### src/rtl/smrb_pkg.sv
package smrb_pkg;

  // Longest burst in bytes; longer requests are clipped to this
  localparam int MAX_BURST = 256;
  localparam int BLEFT_W   = $clog2(MAX_BURST + 1);

  localparam int ADDR_W  = 7;
  localparam int COUNT_W = 9;
  localparam int BYTE_W  = 8;
  localparam int BIT_W   = $clog2(BYTE_W);

  // Last bit index within a byte
  localparam logic [BIT_W-1:0] LAST_BIT = BIT_W'(BYTE_W - 1);

  typedef enum logic [1:0] {
    MODE_TICK  = 2'd0,
    MODE_READ  = 2'd1,
    MODE_WRITE = 2'd2,
    MODE_DATA  = 2'd3
  } mode_t;

  typedef enum logic [2:0] {
    PH_IDLE  = 3'd0,
    PH_WLOW  = 3'd1,
    PH_WHIGH = 3'd2,
    PH_WEND  = 3'd3,
    PH_RHIGH = 3'd4,
    PH_RLOW  = 3'd5,
    PH_WAIT  = 3'd6
  } phase_t;

  typedef struct packed {
    mode_t              mode;
    logic [ADDR_W-1:0]  reg_address;
    logic [COUNT_W-1:0] byte_count;
    logic [BYTE_W-1:0]  write_byte;
    logic               miso_level;
  } in_item_t;

  typedef struct packed {
    logic              chip_select_n;
    logic              serial_clock;
    logic              serial_out;
    logic [BYTE_W-1:0] read_byte;
    logic              read_valid;
    logic              need_write_byte;
    logic              busy_res;
    logic              burst_done;
    logic              command_error;
  } out_item_t;

endpackage

### src/rtl/smrb_in_if.sv
interface smrb_in_if;
  logic       valid;
  logic       ready;
  logic [1:0] mode;
  logic [6:0] reg_address;
  logic [8:0] byte_count;
  logic [7:0] write_byte;
  logic       miso_level;

  modport source (output valid, mode, reg_address, byte_count, write_byte, miso_level,
                  input ready);
  modport sink (input valid, mode, reg_address, byte_count, write_byte, miso_level,
                output ready);
endinterface

### src/rtl/smrb_out_if.sv
interface smrb_out_if;
  logic       valid;
  logic       ready;
  logic       chip_select_n;
  logic       serial_clock;
  logic       serial_out;
  logic [7:0] read_byte;
  logic       read_valid;
  logic       need_write_byte;
  logic       busy_res;
  logic       burst_done;
  logic       command_error;

  modport source (output valid, chip_select_n, serial_clock, serial_out, read_byte,
                  read_valid, need_write_byte, busy_res, burst_done, command_error,
                  input ready);
  modport sink (input valid, chip_select_n, serial_clock, serial_out, read_byte,
                read_valid, need_write_byte, busy_res, burst_done, command_error,
                output ready);
endinterface

### src/rtl/smrb_engine.sv
module smrb_engine
  import smrb_pkg::*;
(
  input  logic      clk,
  input  logic      rst,
  input  logic      step,
  input  in_item_t  item,
  output out_item_t result
);

  phase_t             phase, phase_next;
  logic [BIT_W-1:0]   bit_counter, bit_counter_next;
  logic [BYTE_W-1:0]  shift_register, shift_register_next;
  logic [BLEFT_W-1:0] bytes_left, bytes_left_next;
  logic               is_write, is_write_next;
  logic               cs_n, cs_n_next;
  logic               sclk, sclk_next;
  logic               mosi, mosi_next;

  logic               start_cmd;
  logic               last_bit;
  logic [BLEFT_W-1:0] count_sat;
  logic [BLEFT_W-1:0] bytes_dec;
  logic [BYTE_W-1:0]  read_shift;

  assign start_cmd  = (item.mode == MODE_READ) || (item.mode == MODE_WRITE);
  assign last_bit   = (bit_counter == LAST_BIT);
  assign count_sat  = (int'(item.byte_count) > MAX_BURST) ? BLEFT_W'(MAX_BURST)
                                                          : BLEFT_W'(item.byte_count);
  assign bytes_dec  = (bytes_left != '0) ? bytes_left - 1'b1 : bytes_left;
  assign read_shift = {shift_register[BYTE_W-2:0], item.miso_level};

  // Next phase
  always_comb begin
    phase_next = phase;
    case (phase)
      PH_IDLE:  if (start_cmd) phase_next = PH_WHIGH;
      PH_WAIT:  if (item.mode == MODE_DATA) phase_next = PH_WHIGH;
      PH_WLOW:  phase_next = PH_WHIGH;
      PH_WHIGH: phase_next = last_bit ? PH_WEND : PH_WLOW;
      PH_WEND: begin
        if (bytes_left == '0) phase_next = PH_IDLE;
        else if (is_write) phase_next = PH_WAIT;
        else phase_next = PH_RHIGH;
      end
      PH_RHIGH: phase_next = PH_RLOW;
      PH_RLOW: begin
        if (last_bit && (bytes_dec == '0)) phase_next = PH_IDLE;
        else phase_next = PH_RHIGH;
      end
      default:  phase_next = PH_IDLE;
    endcase
  end

  // Datapath and pin updates
  always_comb begin
    bit_counter_next    = bit_counter;
    shift_register_next = shift_register;
    bytes_left_next     = bytes_left;
    is_write_next       = is_write;
    cs_n_next           = cs_n;
    sclk_next           = sclk;
    mosi_next           = mosi;
    result              = '0;
    case (phase)
      PH_IDLE: begin
        if (start_cmd) begin
          is_write_next       = (item.mode == MODE_WRITE);
          shift_register_next = {(item.mode == MODE_WRITE), item.reg_address};
          bytes_left_next     = count_sat;
          bit_counter_next    = '0;
          cs_n_next           = 1'b0;
          sclk_next           = 1'b0;
          mosi_next           = (item.mode == MODE_WRITE);
        end else if (item.mode == MODE_DATA) begin
          result.command_error = 1'b1;
        end
      end
      PH_WAIT: begin
        if (item.mode == MODE_DATA) begin
          shift_register_next = item.write_byte;
          bytes_left_next     = bytes_dec;
          bit_counter_next    = '0;
          sclk_next           = 1'b0;
          mosi_next           = item.write_byte[BYTE_W-1];
        end else if (item.mode != MODE_TICK) begin
          result.command_error = 1'b1;
        end
      end
      PH_WLOW: begin
        result.command_error = (item.mode != MODE_TICK);
        sclk_next            = 1'b0;
        mosi_next            = shift_register[BYTE_W-1];
      end
      PH_WHIGH: begin
        result.command_error = (item.mode != MODE_TICK);
        sclk_next            = 1'b1;
        shift_register_next  = {shift_register[BYTE_W-2:0], 1'b0};
        bit_counter_next     = bit_counter + 1'b1;
      end
      PH_WEND: begin
        result.command_error = (item.mode != MODE_TICK);
        sclk_next            = 1'b0;
        mosi_next            = 1'b0;
        if (bytes_left == '0) begin
          cs_n_next         = 1'b1;
          result.burst_done = 1'b1;
        end
      end
      PH_RHIGH: begin
        result.command_error = (item.mode != MODE_TICK);
        sclk_next            = 1'b1;
      end
      PH_RLOW: begin
        result.command_error = (item.mode != MODE_TICK);
        shift_register_next  = read_shift;
        sclk_next            = 1'b0;
        bit_counter_next     = bit_counter + 1'b1;
        if (last_bit) begin
          result.read_byte  = read_shift;
          result.read_valid = 1'b1;
          bytes_left_next   = bytes_dec;
          if (bytes_dec == '0) begin
            cs_n_next         = 1'b1;
            mosi_next         = 1'b0;
            result.burst_done = 1'b1;
          end
        end
      end
      default: begin
        result.command_error = (item.mode != MODE_TICK);
      end
    endcase
    result.chip_select_n   = cs_n_next;
    result.serial_clock    = sclk_next;
    result.serial_out      = mosi_next;
    result.need_write_byte = (phase_next == PH_WAIT);
    result.busy_res        = (phase_next != PH_IDLE);
  end

  // State registers, one tick per transaction
  always_ff @(posedge clk) begin
    if (rst) begin
      phase          <= PH_IDLE;
      bit_counter    <= '0;
      shift_register <= '0;
      bytes_left     <= '0;
      is_write       <= 1'b0;
      cs_n           <= 1'b1;
      sclk           <= 1'b0;
      mosi           <= 1'b0;
    end else if (step) begin
      phase          <= phase_next;
      bit_counter    <= bit_counter_next;
      shift_register <= shift_register_next;
      bytes_left     <= bytes_left_next;
      is_write       <= is_write_next;
      cs_n           <= cs_n_next;
      sclk           <= sclk_next;
      mosi           <= mosi_next;
    end
  end

  // Chip select is low exactly while a burst runs
  a_cs_busy: assert property (@(posedge clk) disable iff (rst)
    cs_n == (phase == PH_IDLE))
    else $error("chip select out of step with phase");

  // SCLK is low in every phase that precedes a rising edge or waits
  a_sclk_low: assert property (@(posedge clk) disable iff (rst)
    (phase == PH_WHIGH || phase == PH_RHIGH || phase == PH_IDLE || phase == PH_WAIT)
    |-> !sclk)
    else $error("SCLK high in a low phase");

  // Remaining byte count never exceeds the burst limit
  a_bytes_max: assert property (@(posedge clk) disable iff (rst)
    int'(bytes_left) <= MAX_BURST)
    else $error("burst count out of range");

  // State moves only on a tick
  a_hold: assert property (@(posedge clk) disable iff (rst)
    !step |=> $stable(phase) && $stable(shift_register) && $stable(bytes_left))
    else $error("state changed without a tick");

endmodule

### src/rtl/spi_master_register_burst_core.sv
// Channel  Role    Payload
// cmd      sink    mode, reg_address, byte_count, write_byte, miso_level
// res      source  chip_select_n, serial_clock, serial_out, read_byte, read_valid,
//                  need_write_byte, busy_res, burst_done, command_error
//
// One transaction on cmd is one pin tick and yields one transaction on res.
// Sustained rate is one tick per cycle while res does not stall; a tick passes the input
// register, then the state update writes the result register.
// The SPI state advances only when the result register is free to take the tick.
// Synchronous reset returns to idle: chip select high, SCLK and MOSI low.
// A stall on res holds both stages; cmd stays ready while its register can drain.
module spi_master_register_burst_core
  import smrb_pkg::*;
(
  input  logic       clk,
  input  logic       rst,
  smrb_in_if.sink    cmd,
  smrb_out_if.source res
);

  logic      s1_valid;
  in_item_t  s1_item;
  logic      res_valid;
  out_item_t res_item;
  out_item_t eng_result;
  logic      load;
  logic      step;

  assign load      = !res_valid || res.ready;
  assign step      = s1_valid && load;
  assign cmd.ready = !s1_valid || load;

  // Input register
  always_ff @(posedge clk) begin
    if (rst) begin
      s1_valid <= 1'b0;
    end else if (cmd.valid && cmd.ready) begin
      s1_valid <= 1'b1;
    end else if (load) begin
      s1_valid <= 1'b0;
    end
  end

  always_ff @(posedge clk) begin
    if (cmd.valid && cmd.ready) begin
      s1_item.mode        <= mode_t'(cmd.mode);
      s1_item.reg_address <= cmd.reg_address;
      s1_item.byte_count  <= cmd.byte_count;
      s1_item.write_byte  <= cmd.write_byte;
      s1_item.miso_level  <= cmd.miso_level;
    end
  end

  smrb_engine u_engine (
    .clk    (clk),
    .rst    (rst),
    .step   (step),
    .item   (s1_item),
    .result (eng_result)
  );

  // Result register
  always_ff @(posedge clk) begin
    if (rst) begin
      res_valid <= 1'b0;
    end else if (load) begin
      res_valid <= s1_valid;
    end
  end

  always_ff @(posedge clk) begin
    if (step) begin
      res_item <= eng_result;
    end
  end

  assign res.valid           = res_valid;
  assign res.chip_select_n   = res_item.chip_select_n;
  assign res.serial_clock    = res_item.serial_clock;
  assign res.serial_out      = res_item.serial_out;
  assign res.read_byte       = res_item.read_byte;
  assign res.read_valid      = res_item.read_valid;
  assign res.need_write_byte = res_item.need_write_byte;
  assign res.busy_res        = res_item.busy_res;
  assign res.burst_done      = res_item.burst_done;
  assign res.command_error   = res_item.command_error;

endmodule

### src/flat_wrapper.sv
// flat-port wrapper written by rule: the top's interface ports become plain ports
module spi_master_register_burst_core_flat import smrb_pkg::*;
  (clk, rst, cmd_valid, cmd_mode, cmd_reg_address, cmd_byte_count, cmd_write_byte, cmd_miso_level, cmd_ready, res_valid, res_chip_select_n, res_serial_clock, res_serial_out, res_read_byte, res_read_valid, res_need_write_byte, res_busy_res, res_burst_done, res_command_error, res_ready);
  smrb_in_if cmd_i ();
  smrb_out_if res_i ();
  input  logic clk;
  input  logic rst;
  input wire logic [$bits(cmd_i.valid)-1:0] cmd_valid;
  input wire logic [$bits(cmd_i.mode)-1:0] cmd_mode;
  input wire logic [$bits(cmd_i.reg_address)-1:0] cmd_reg_address;
  input wire logic [$bits(cmd_i.byte_count)-1:0] cmd_byte_count;
  input wire logic [$bits(cmd_i.write_byte)-1:0] cmd_write_byte;
  input wire logic [$bits(cmd_i.miso_level)-1:0] cmd_miso_level;
  output wire logic [$bits(cmd_i.ready)-1:0] cmd_ready;
  output wire logic [$bits(res_i.valid)-1:0] res_valid;
  output wire logic [$bits(res_i.chip_select_n)-1:0] res_chip_select_n;
  output wire logic [$bits(res_i.serial_clock)-1:0] res_serial_clock;
  output wire logic [$bits(res_i.serial_out)-1:0] res_serial_out;
  output wire logic [$bits(res_i.read_byte)-1:0] res_read_byte;
  output wire logic [$bits(res_i.read_valid)-1:0] res_read_valid;
  output wire logic [$bits(res_i.need_write_byte)-1:0] res_need_write_byte;
  output wire logic [$bits(res_i.busy_res)-1:0] res_busy_res;
  output wire logic [$bits(res_i.burst_done)-1:0] res_burst_done;
  output wire logic [$bits(res_i.command_error)-1:0] res_command_error;
  input wire logic [$bits(res_i.ready)-1:0] res_ready;
  assign cmd_i.valid = cmd_valid;
  assign cmd_i.mode = cmd_mode;
  assign cmd_i.reg_address = cmd_reg_address;
  assign cmd_i.byte_count = cmd_byte_count;
  assign cmd_i.write_byte = cmd_write_byte;
  assign cmd_i.miso_level = cmd_miso_level;
  assign cmd_ready = cmd_i.ready;
  assign res_valid = res_i.valid;
  assign res_chip_select_n = res_i.chip_select_n;
  assign res_serial_clock = res_i.serial_clock;
  assign res_serial_out = res_i.serial_out;
  assign res_read_byte = res_i.read_byte;
  assign res_read_valid = res_i.read_valid;
  assign res_need_write_byte = res_i.need_write_byte;
  assign res_busy_res = res_i.busy_res;
  assign res_burst_done = res_i.burst_done;
  assign res_command_error = res_i.command_error;
  assign res_i.ready = res_ready;
  spi_master_register_burst_core u_core (.clk(clk), .rst(rst), .cmd(cmd_i), .res(res_i));
endmodule
### config.mk
export PLATFORM = sky130hd
export DESIGN_NAME = spi_master_register_burst_core_flat
export DESIGN_NICKNAME = d
export VERILOG_FILES = /design/src/rtl/smrb_pkg.sv /design/src/rtl/smrb_in_if.sv /design/src/rtl/smrb_out_if.sv /design/src/rtl/smrb_engine.sv /design/src/rtl/spi_master_register_burst_core.sv /design/src/flat_wrapper.sv
export SDC_FILE = /design/constraint.sdc
export NUM_CORES = 1
export LEC_CHECK = 0
export BUFFER_PORTS_ARGS = -buffer_cell sky130_fd_sc_hd__buf_2
export CORE_ASPECT_RATIO = 2
export CORE_UTILIZATION = 40
export DETAILED_ROUTE_END_ITERATION = 16
export GPL_TIMING_DRIVEN = 0
export PLACE_DENSITY = 0.62
export SYNTH_ARGS = -nofsm -noshare
export SYNTH_HDL_FRONTEND = slang
export SYNTH_SLANG_ARGS = --single-unit
export TNS_END_PERCENT = 100
### constraint.sdc
create_clock -name clk -period 3.5 [get_ports clk]
set_clock_uncertainty 0.2 [all_clocks]
set_input_delay 0.175 -clock clk [delete_from_list [all_inputs] [get_ports clk]]
set_output_delay 0.175 -clock clk [all_outputs]
set_load 0.05 [all_outputs]
==> impl_metrics.ini, run 1 <==
[setup_path]
critPathKind = in2reg
path_depth = 9
crit_path_end = u_core.u_engine.shift_register[5]
cp.required_ns = 3.49
crit_family = buffers and inverters
worstPathMaxFanout = 24
end_kind = flop
timing.rr.end = u_core.u_engine.shift_register[5]
ff2ff_path_depth = 7
reg2reg_from = u_core.res.valid
critPathLaunchType = primary input
worst-path-buf-inv = 4
r2r_setup_slack_ns = 0.43
critical-path-max-stage-delay_ns = 0.71
crit_path_start = res_ready
crit_top_cell = buf_2
worstPathArrival_ns = 3.23
cp_cell_sequence = dlygate4sd3_1 > buf_2 > nor2b_1 > nand2b_1 > clkinv_1 > o21ai_0 > buf_2 > mux2i_1 > nor2_1
cp_slowest_cell = clkinv_1

[pwr]
switching_share = 0.254
powerDensity_mw_per_mm2 = 486
power.share.clock = 0.408
internal_power_mw = 1.61
p_switching_mw = 0.548
p_comb_frac = 0.144
leakage_nw = 1.78
pwr-share-seq = 0.448
peakVddDrop_mv = 0.310

[detailed_routing]
vias = 2921
drc = 0
ant_nets = 0
wire_per_inst_microns = 17.3
wl_microns = 9070
vias_per_cell = 5.56
first_pass_iters = 4
drtIter0Drc = 152

[floorplan]
start_util = 0.409
rows = 48
die_w_microns = 68.2
ios = 49
die_area_sq_mm = 0.00917
core-area_sq_mm = 0.00859
fp.dieH_microns = 134

[timing]
fin_setup_tns_ns = 0
setup_viol = 0
rsz0062_at_grt = false
period_needed_ns = 3.24
fmax_ghz = 0.309
fin_ws_ns = 0.259
slew_viol_final = 0
max_slew_margin = 0.235
tightest_slew_ns = 1.15
min_period_over_period = 0.926
hold_viol_final = 0

[cts]
h-tree-depth = 3
cts_tree = built
insertion_delay_ns = 0.33
cts_root_buffer = clkbuf_16
cts_buffer_depth = 2
cts_made_buffers = 9
clkSinkCount = 72
clk_pin_slew_worst_paths_ns = 0.06
post_cts_hold_buffer_count = 29
post_cts.repair.setup_buffers = 0
cts_resized = 0

[place]
place_ws_ns = 0.435
placedCellCount = 480
gp_congestion = 0.938
portBuffers = 47
dp_hpwl_microns = 6660
placed_cell_area_sq_mm = 0.00387

[logic_synthesis]
synth-edff-count = 43
yosys.area_share.simple = 0.155
syn_nets = 372
synth-xor-area-share = 0.00250
synthMuxAreaShare = 0.0628
yosys.area_share.adder = 0.0285
yosys_register_bits = 72
yosysUniqueCellTypes = 55
ys_async_sr_fraction = 0
syn_area_sq_mm = 0.00351
ys_warn_count = 0
synth_compound_area_frac = 0.175
synth_top_family_by_area = compound AO/OA/AOI/OAI gates
synth_flop_cell = edfxtp_1
ys_seq_area_frac = 0.534
synthCells = 333
syn_area_per_cell_sq_um = 10.5

[cells_and_area]
drive_gt1_frac = 0.195
num-fill-cells = 794
nets = 459
stdcell_count = 525
diodes = 0
syn_to_final_growth_pct = 26.7
finish.instance_area_sq_mm = 0.00445

[job]
drv_cap = 0

[grt]
grt_pass1_wl_microns = 14400
grt_pass1_vias = 2838
grt_start_max_net_pins = 28
antenna_found_initial = 0
grt_overflow_total = 0
grt_usage = 0.220

[hold_path]
hp-class = in2reg
holdPathStages = 2

[status]
status = completed
[kinds of logic after synthesis]
logic type | after synthesis
buffers and inverters | 36
and+or+nand+nor | 104
DFF | 72
muxes | 21
adders and majority gates | 8
AOI/OAI and AO/OA | 91
xor gates and xnor gates | 1
[placed cells by master, fill, tap and decap left out, types with 2 or more instances in the layout]
cell type      Yosys  routed
o31ai_1            3       3
nor3_1             4       4
a31oi_1            4       4
clkinv_1           1       4
a32oi_1            7       7
or3_1              2       2
inv_1             13      13
edfxtp_1          43      43
dlygate4sd3_1      0      29
a221oi_1           2       2
nand2_1           16      16
a21oi_1           20      20
a21boi_0           2       2
nor2_1            39      39
mux2i_1           13      13
a211oi_1           7       7
and3_1             9       9
o21ai_0           20      20
ha_1               8       8
nand4_1            3       3
nor2b_1            3       3
clkbuf_1          14      14
clkbuf_16          0       9
buf_2              5      52
buf_1              2       2
a22oi_1           12      12
nand3_1           10      10
mux2_2             8       8
o211ai_1           2       2
and2_1             2       2
a311oi_1           2       2
nand2b_1           4       4
dfxtp_1           29      29
[synth_stat cells (all sizes together), types with 2 or more instances]
library cell	n	area share
nor2	39	0.042
a21boi	2	0.0043
nand2b	4	0.0071
dfxtp	29	0.17
o21ai	20	0.029
inv	13	0.014
nand2	16	0.017
o22ai	2	0.0054
ha	8	0.029
nor2b	3	0.0054
and3	9	0.016
mux2i	13	0.037
buf	8	0.012
o211ai	2	0.0043
a21oi	20	0.029
nand3	10	0.014
nor4b	2	0.0068
or3	2	0.0036
a311oi	2	0.0050
a32oi	7	0.017
nand4	3	0.0054
nor3	4	0.0057
a31oi	4	0.0071
and2	3	0.0054
a22oi	12	0.026
edfxtp	43	0.37
a211oi	8	0.019
nor4	2	0.0096
mux2	8	0.026
a221oi	2	0.0050
o31ai	3	0.0064
clkbuf	14	0.015
[state kept, by name, indices dropped and copies added (netlist names), 3 cells and up]
name,flops
u_core.u_engine.bit_counter,3
u_core.s1_item,27
u_core.u_engine.bytes_left,9
u_core.u_engine.shift_register,8
u_core.res.read_byte,8
u_core.u_engine.phase,3
[how the worst min path moves through the flow]
| stage | to | from | slack, ns |
|---|---|---|---|
| 2_1_floorplan | u_core.s1_item[0] | cmd_miso_level | 0.07 |
| 3_3_place_gp | u_core.s1_item[5] | cmd_write_byte[4] | 0.15 |
| 3_5_place_dp | u_core.s1_item[20] | cmd_reg_address[2] | 0.15 |
| 4_1_cts | u_core.u_engine.shift_register[7] | rst | 0.09 |
| 5_1_grt | u_core.u_engine.bit_counter[1] | rst | 0.12 |
| 6_report | u_core.u_engine.shift_register[7] | rst | 0.1 |
[power by group through the flow]
| stage | clock network, mW | registers (mW) | logic, mW |
|---|---|---|---|
| 4_1_cts | 0.898 | 0.967 | 0.311 |
| 2_1_floorplan | 0 | 1.01 | 0.177 |
| 3_5_place_dp | 0 | 0.985 | 0.285 |
| 3_3_place_gp | 0 | 0.983 | 0.281 |
| 5_1_grt | 0.930 | 0.971 | 0.342 |
| 6_report | 0.881 | 0.967 | 0.311 |
[per-stage QoR]
step	total power, mW	hold WS [ns]	util
finish	2.16	0.0999	0.518
global route	2.24	0.119	0.518
CTS	2.18	0.0854	0.518
detailed placement	1.27	0.153	0.450
global placement	1.26	0.151	0.450
floorplan	1.19	0.0739	-
[layer usage]
layer	vias to the layer above	GRT usage	part of all wire
met2	79	0.388	0.56
met1	1391	0.220	0.36
li1	1423	-	-
met3	28	0.0442	0.027
met5	-	0	0
met4	0	0.142	0.047
[area by class of cell]
class / count / area [sq um] / share of cell area
plain buffers: 22 / 96.3 / 0.0217
multi-input cells: 225 / 1490 / 0.335
repair buffers: 76 / 526 / 0.118
flip-flops and latches: 72 / 1870 / 0.421
clock buffers: 9 / 225 / 0.0506
well taps: 100 / 125 / 0.0281
inverters: 14 / 52.6 / 0.0118
clock inverters: 7 / 62.6 / 0.0141
(Power assumes the default switching activity.)
==> inputs of run 2 (changes only) <==
--- a/config.mk
+++ b/config.mk
@@ -13,5 +13,6 @@
 export PLACE_DENSITY = 0.62
 export SYNTH_ARGS = -nofsm -noshare
 export SYNTH_HDL_FRONTEND = slang
+export SYNTH_HIERARCHICAL = 1
 export SYNTH_SLANG_ARGS = --single-unit
 export TNS_END_PERCENT = 100
==> run 2 against run 1 <==
Design area rose by 3.4%. Setup slack improved by 0.12 ns. Flip-flop and latch count unchanged. Global-route usage shrank 0.18 points. Count of clock-buffer cells in the layout rose by 2. Area after synthesis grew 2.9%. Clock power up 12%. Critical path depth shrank 1. Die area up 2.8%.
==> impl_metrics.ini, run 2 <==
[logic_synthesis]
yosys_register_bits = 72
synth_top_area_cell = edfxtp_1
yosysUniqueCellTypes = 63
syn_area_sq_mm = 0.00361
syn_nets = 392
ys_warn_count = 6
synth_top_area_frac = 0.358
synth-edff-count = 43
synth.area.top_cells = edfxtp_1, dfxtp_1, a21oi_1, nor2_1, ha_1
ys_seq_area_frac = 0.519
synth_flop_cell = edfxtp_1
syn_area_per_cell_sq_um = 10.2
synth_common_cells = edfxtp_1, dfxtp_1, nor2_1, a21oi_1, nand2_1
synthCells = 353
synth.most_common_cell = edfxtp_1
ys_async_sr_fraction = 0

[detailed_routing]
wl_microns = 10100
wl_met1_microns = 3390
ant_nets = 0
top_layer = met4
first_pass_iters = 5
drtIter0Drc = 218
wire_per_inst_microns = 18.4
vias = 3197
dr_wl_met3_microns = 426
drc = 0
vias_per_cell = 5.84
route.met2.wl_microns = 5470

[cells_and_area]
final_common_cell = buf_2
syn_to_final_growth_pct = 27.4
finish.instance_area_sq_mm = 0.00460
diodes = 0
largestRegisters = u_core/s1_item: 27 flops, u_core/u_engine/bytes_left: 9 flops
final_cell_mix = buf_2, edfxtp_1, dlygate4sd3_1
largest_reg_flops = 27
num-fill-cells = 764
drive_gt1_frac = 0.190
nets = 481
largest-register = u_core/s1_item

[setup_path]
critPathLaunchType = flop
worstPathMaxFanout = 8
critPathKind = reg2reg
cp_slowest_cell = or3b_2
critical-path-max-stage-delay_ns = 0.52
cp_cell_sequence = inv_1 > ha_1 > or3b_2 > nor3_1 > mux2i_1 > o2111ai_2 > a21oi_1 > nand3b_1
worstPathArrival_ns = 2.99
end_kind = flop
cp.required_ns = 3.37

[hold_path]
hp-class = in2reg

[timing]
slew_viol_final = 0
fmax_ghz = 0.320
max_slew_margin = 0.386
fin_setup_tns_ns = 0
min_period_over_period = 0.893
rsz0062_at_grt = false
tightest_slew_ns = 0.919
period_needed_ns = 3.13
setup_viol = 0
hold_viol_final = 0

[cts]
clk_pin_slew_worst_paths_ns = 0.06
post_cts.repair.setup_buffers = 0
cts_tree = built
cts_buffer_depth = 2
clkSinkCount = 72
post_cts_hold_buffer_count = 30
insertion_delay_ns = 0.34
cts_made_buffers = 9
cts_resized = 0
cts_root_buffer = clkbuf_16
h-tree-depth = 3

[grt]
grt_pass1_wl_microns = 15500
grt_usage = 0.218
grt_start_max_net_pins = 28
antenna_found_initial = 0
grt_overflow_total = 0
grt_pass1_vias = 3130

[pwr]
peakVddDrop_mv = 0.381
powerDensity_mw_per_mm2 = 517
leakage_nw = 1.79

[floorplan]
ios = 49
fp.dieH_microns = 136
rows = 48
start_util = 0.414
die_area_sq_mm = 0.00943
die_w_microns = 69.2
core-area_sq_mm = 0.00871

[job]
drv_cap = 0

[place]
placed_cell_area_sq_mm = 0.00397
dp_hpwl_microns = 7130
portBuffers = 48
gp_congestion = 0.973

[status]
status = completed
==> run 2: cell count changes in the layout (fill, tap and decap cells not counted), moves of 6 or more <==
cell and change:
mux2i_1 -8, a22oi_1 -8, nor3_1 +7, o21ai_0 -9, nand2_1 +6, nand2b_1 +8, mux2_2 -8, o31a_1 +6
nor2_1 -11, a211o_1 +6, a32oi_1 -7, inv_1 +6, o22ai_1 +13
==> run 2: kinds of logic after synthesis <==
kind of cell / share of synthesized area
AOI/OAI and AO/OA: 0.221
xor gates and xnor gates: 0.00486
adders and majority gates: 0.0277
buffers and inverters: 0.0520
DFF: 0.519
muxes: 0.0139
and+or+nand+nor: 0.162
==> run 2: cell type report <==
cell class,count,area [sq um],share of cell area
Clock inverter,5,81.3,0.0177
Multi-Input combinational cell,236,1550,0.337
Timing Repair Buffer,78,541,0.118
Clock buffer,11,243,0.0528
Tap cell,100,125,0.0272
Buffer,24,109,0.0237
Inverter,21,78.8,0.0171
Sequential cell,72,1870,0.407
==> run 2: worst max-delay path: cells and delay by family (launching register included) <==
family / cells / cell delay, ns
AND/OR/NAND/NOR: 3 / 0.85
AO/OA/AOI/OAI: 2 / 0.65
multiplexers: 1 / 0.39
flip-flops: 1 / 0.38
adder cells (fa/ha/maj): 1 / 0.24
buffers and inverters: 1 / 0.14
==> run 2: per-layer routing <==
layer / GRT usage / up-vias
li1: - / 1511
met1: 0.191 / 1524
met2: 0.402 / 114
met3: 0.0489 / 48
met4: 0.201 / 0
met5: 0 / -
==> run 2: final timing paths <==
path,from,end,slack [ns],cells after the start
worst max register to register,u_core/u_engine/bytes_left[0],u_core/res.busy_res,0.37,8
worst min register to register,u_core/u_engine/shift_register[7],u_core/u_engine/shift_register[7],0.25,2
worst min-delay path,cmd_valid,u_core/s1_item[0],0.18,2
worst max-delay path,u_core/u_engine/bytes_left[0],u_core/res.busy_res,0.37,8
==> run 2: through the flow <==
stage / hold WS (ns) / setup slack, ns / cells / power [mW] / util
5_1_grt: 0.194 / 0.284 / 547 / 2.46 / 0.528
6_report: 0.184 / 0.375 / 547 / 2.38 / 0.528
2_1_floorplan: 0.0374 / 0.959 / 353 / 1.26 / -
4_1_cts: 0.184 / 0.409 / 547 / 2.39 / 0.528
3_3_place_gp: 0.151 / 0.548 / 501 / 1.37 / 0.456
3_5_place_dp: 0.153 / 0.430 / 501 / 1.38 / 0.456
==> run 2: power breakdown <==
group / internal, mW / switching (mW) / total (mW)
logic: 0.159 / 0.254 / 0.414
registers: 0.950 / 0.0325 / 0.982
clock network: 0.643 / 0.340 / 0.983
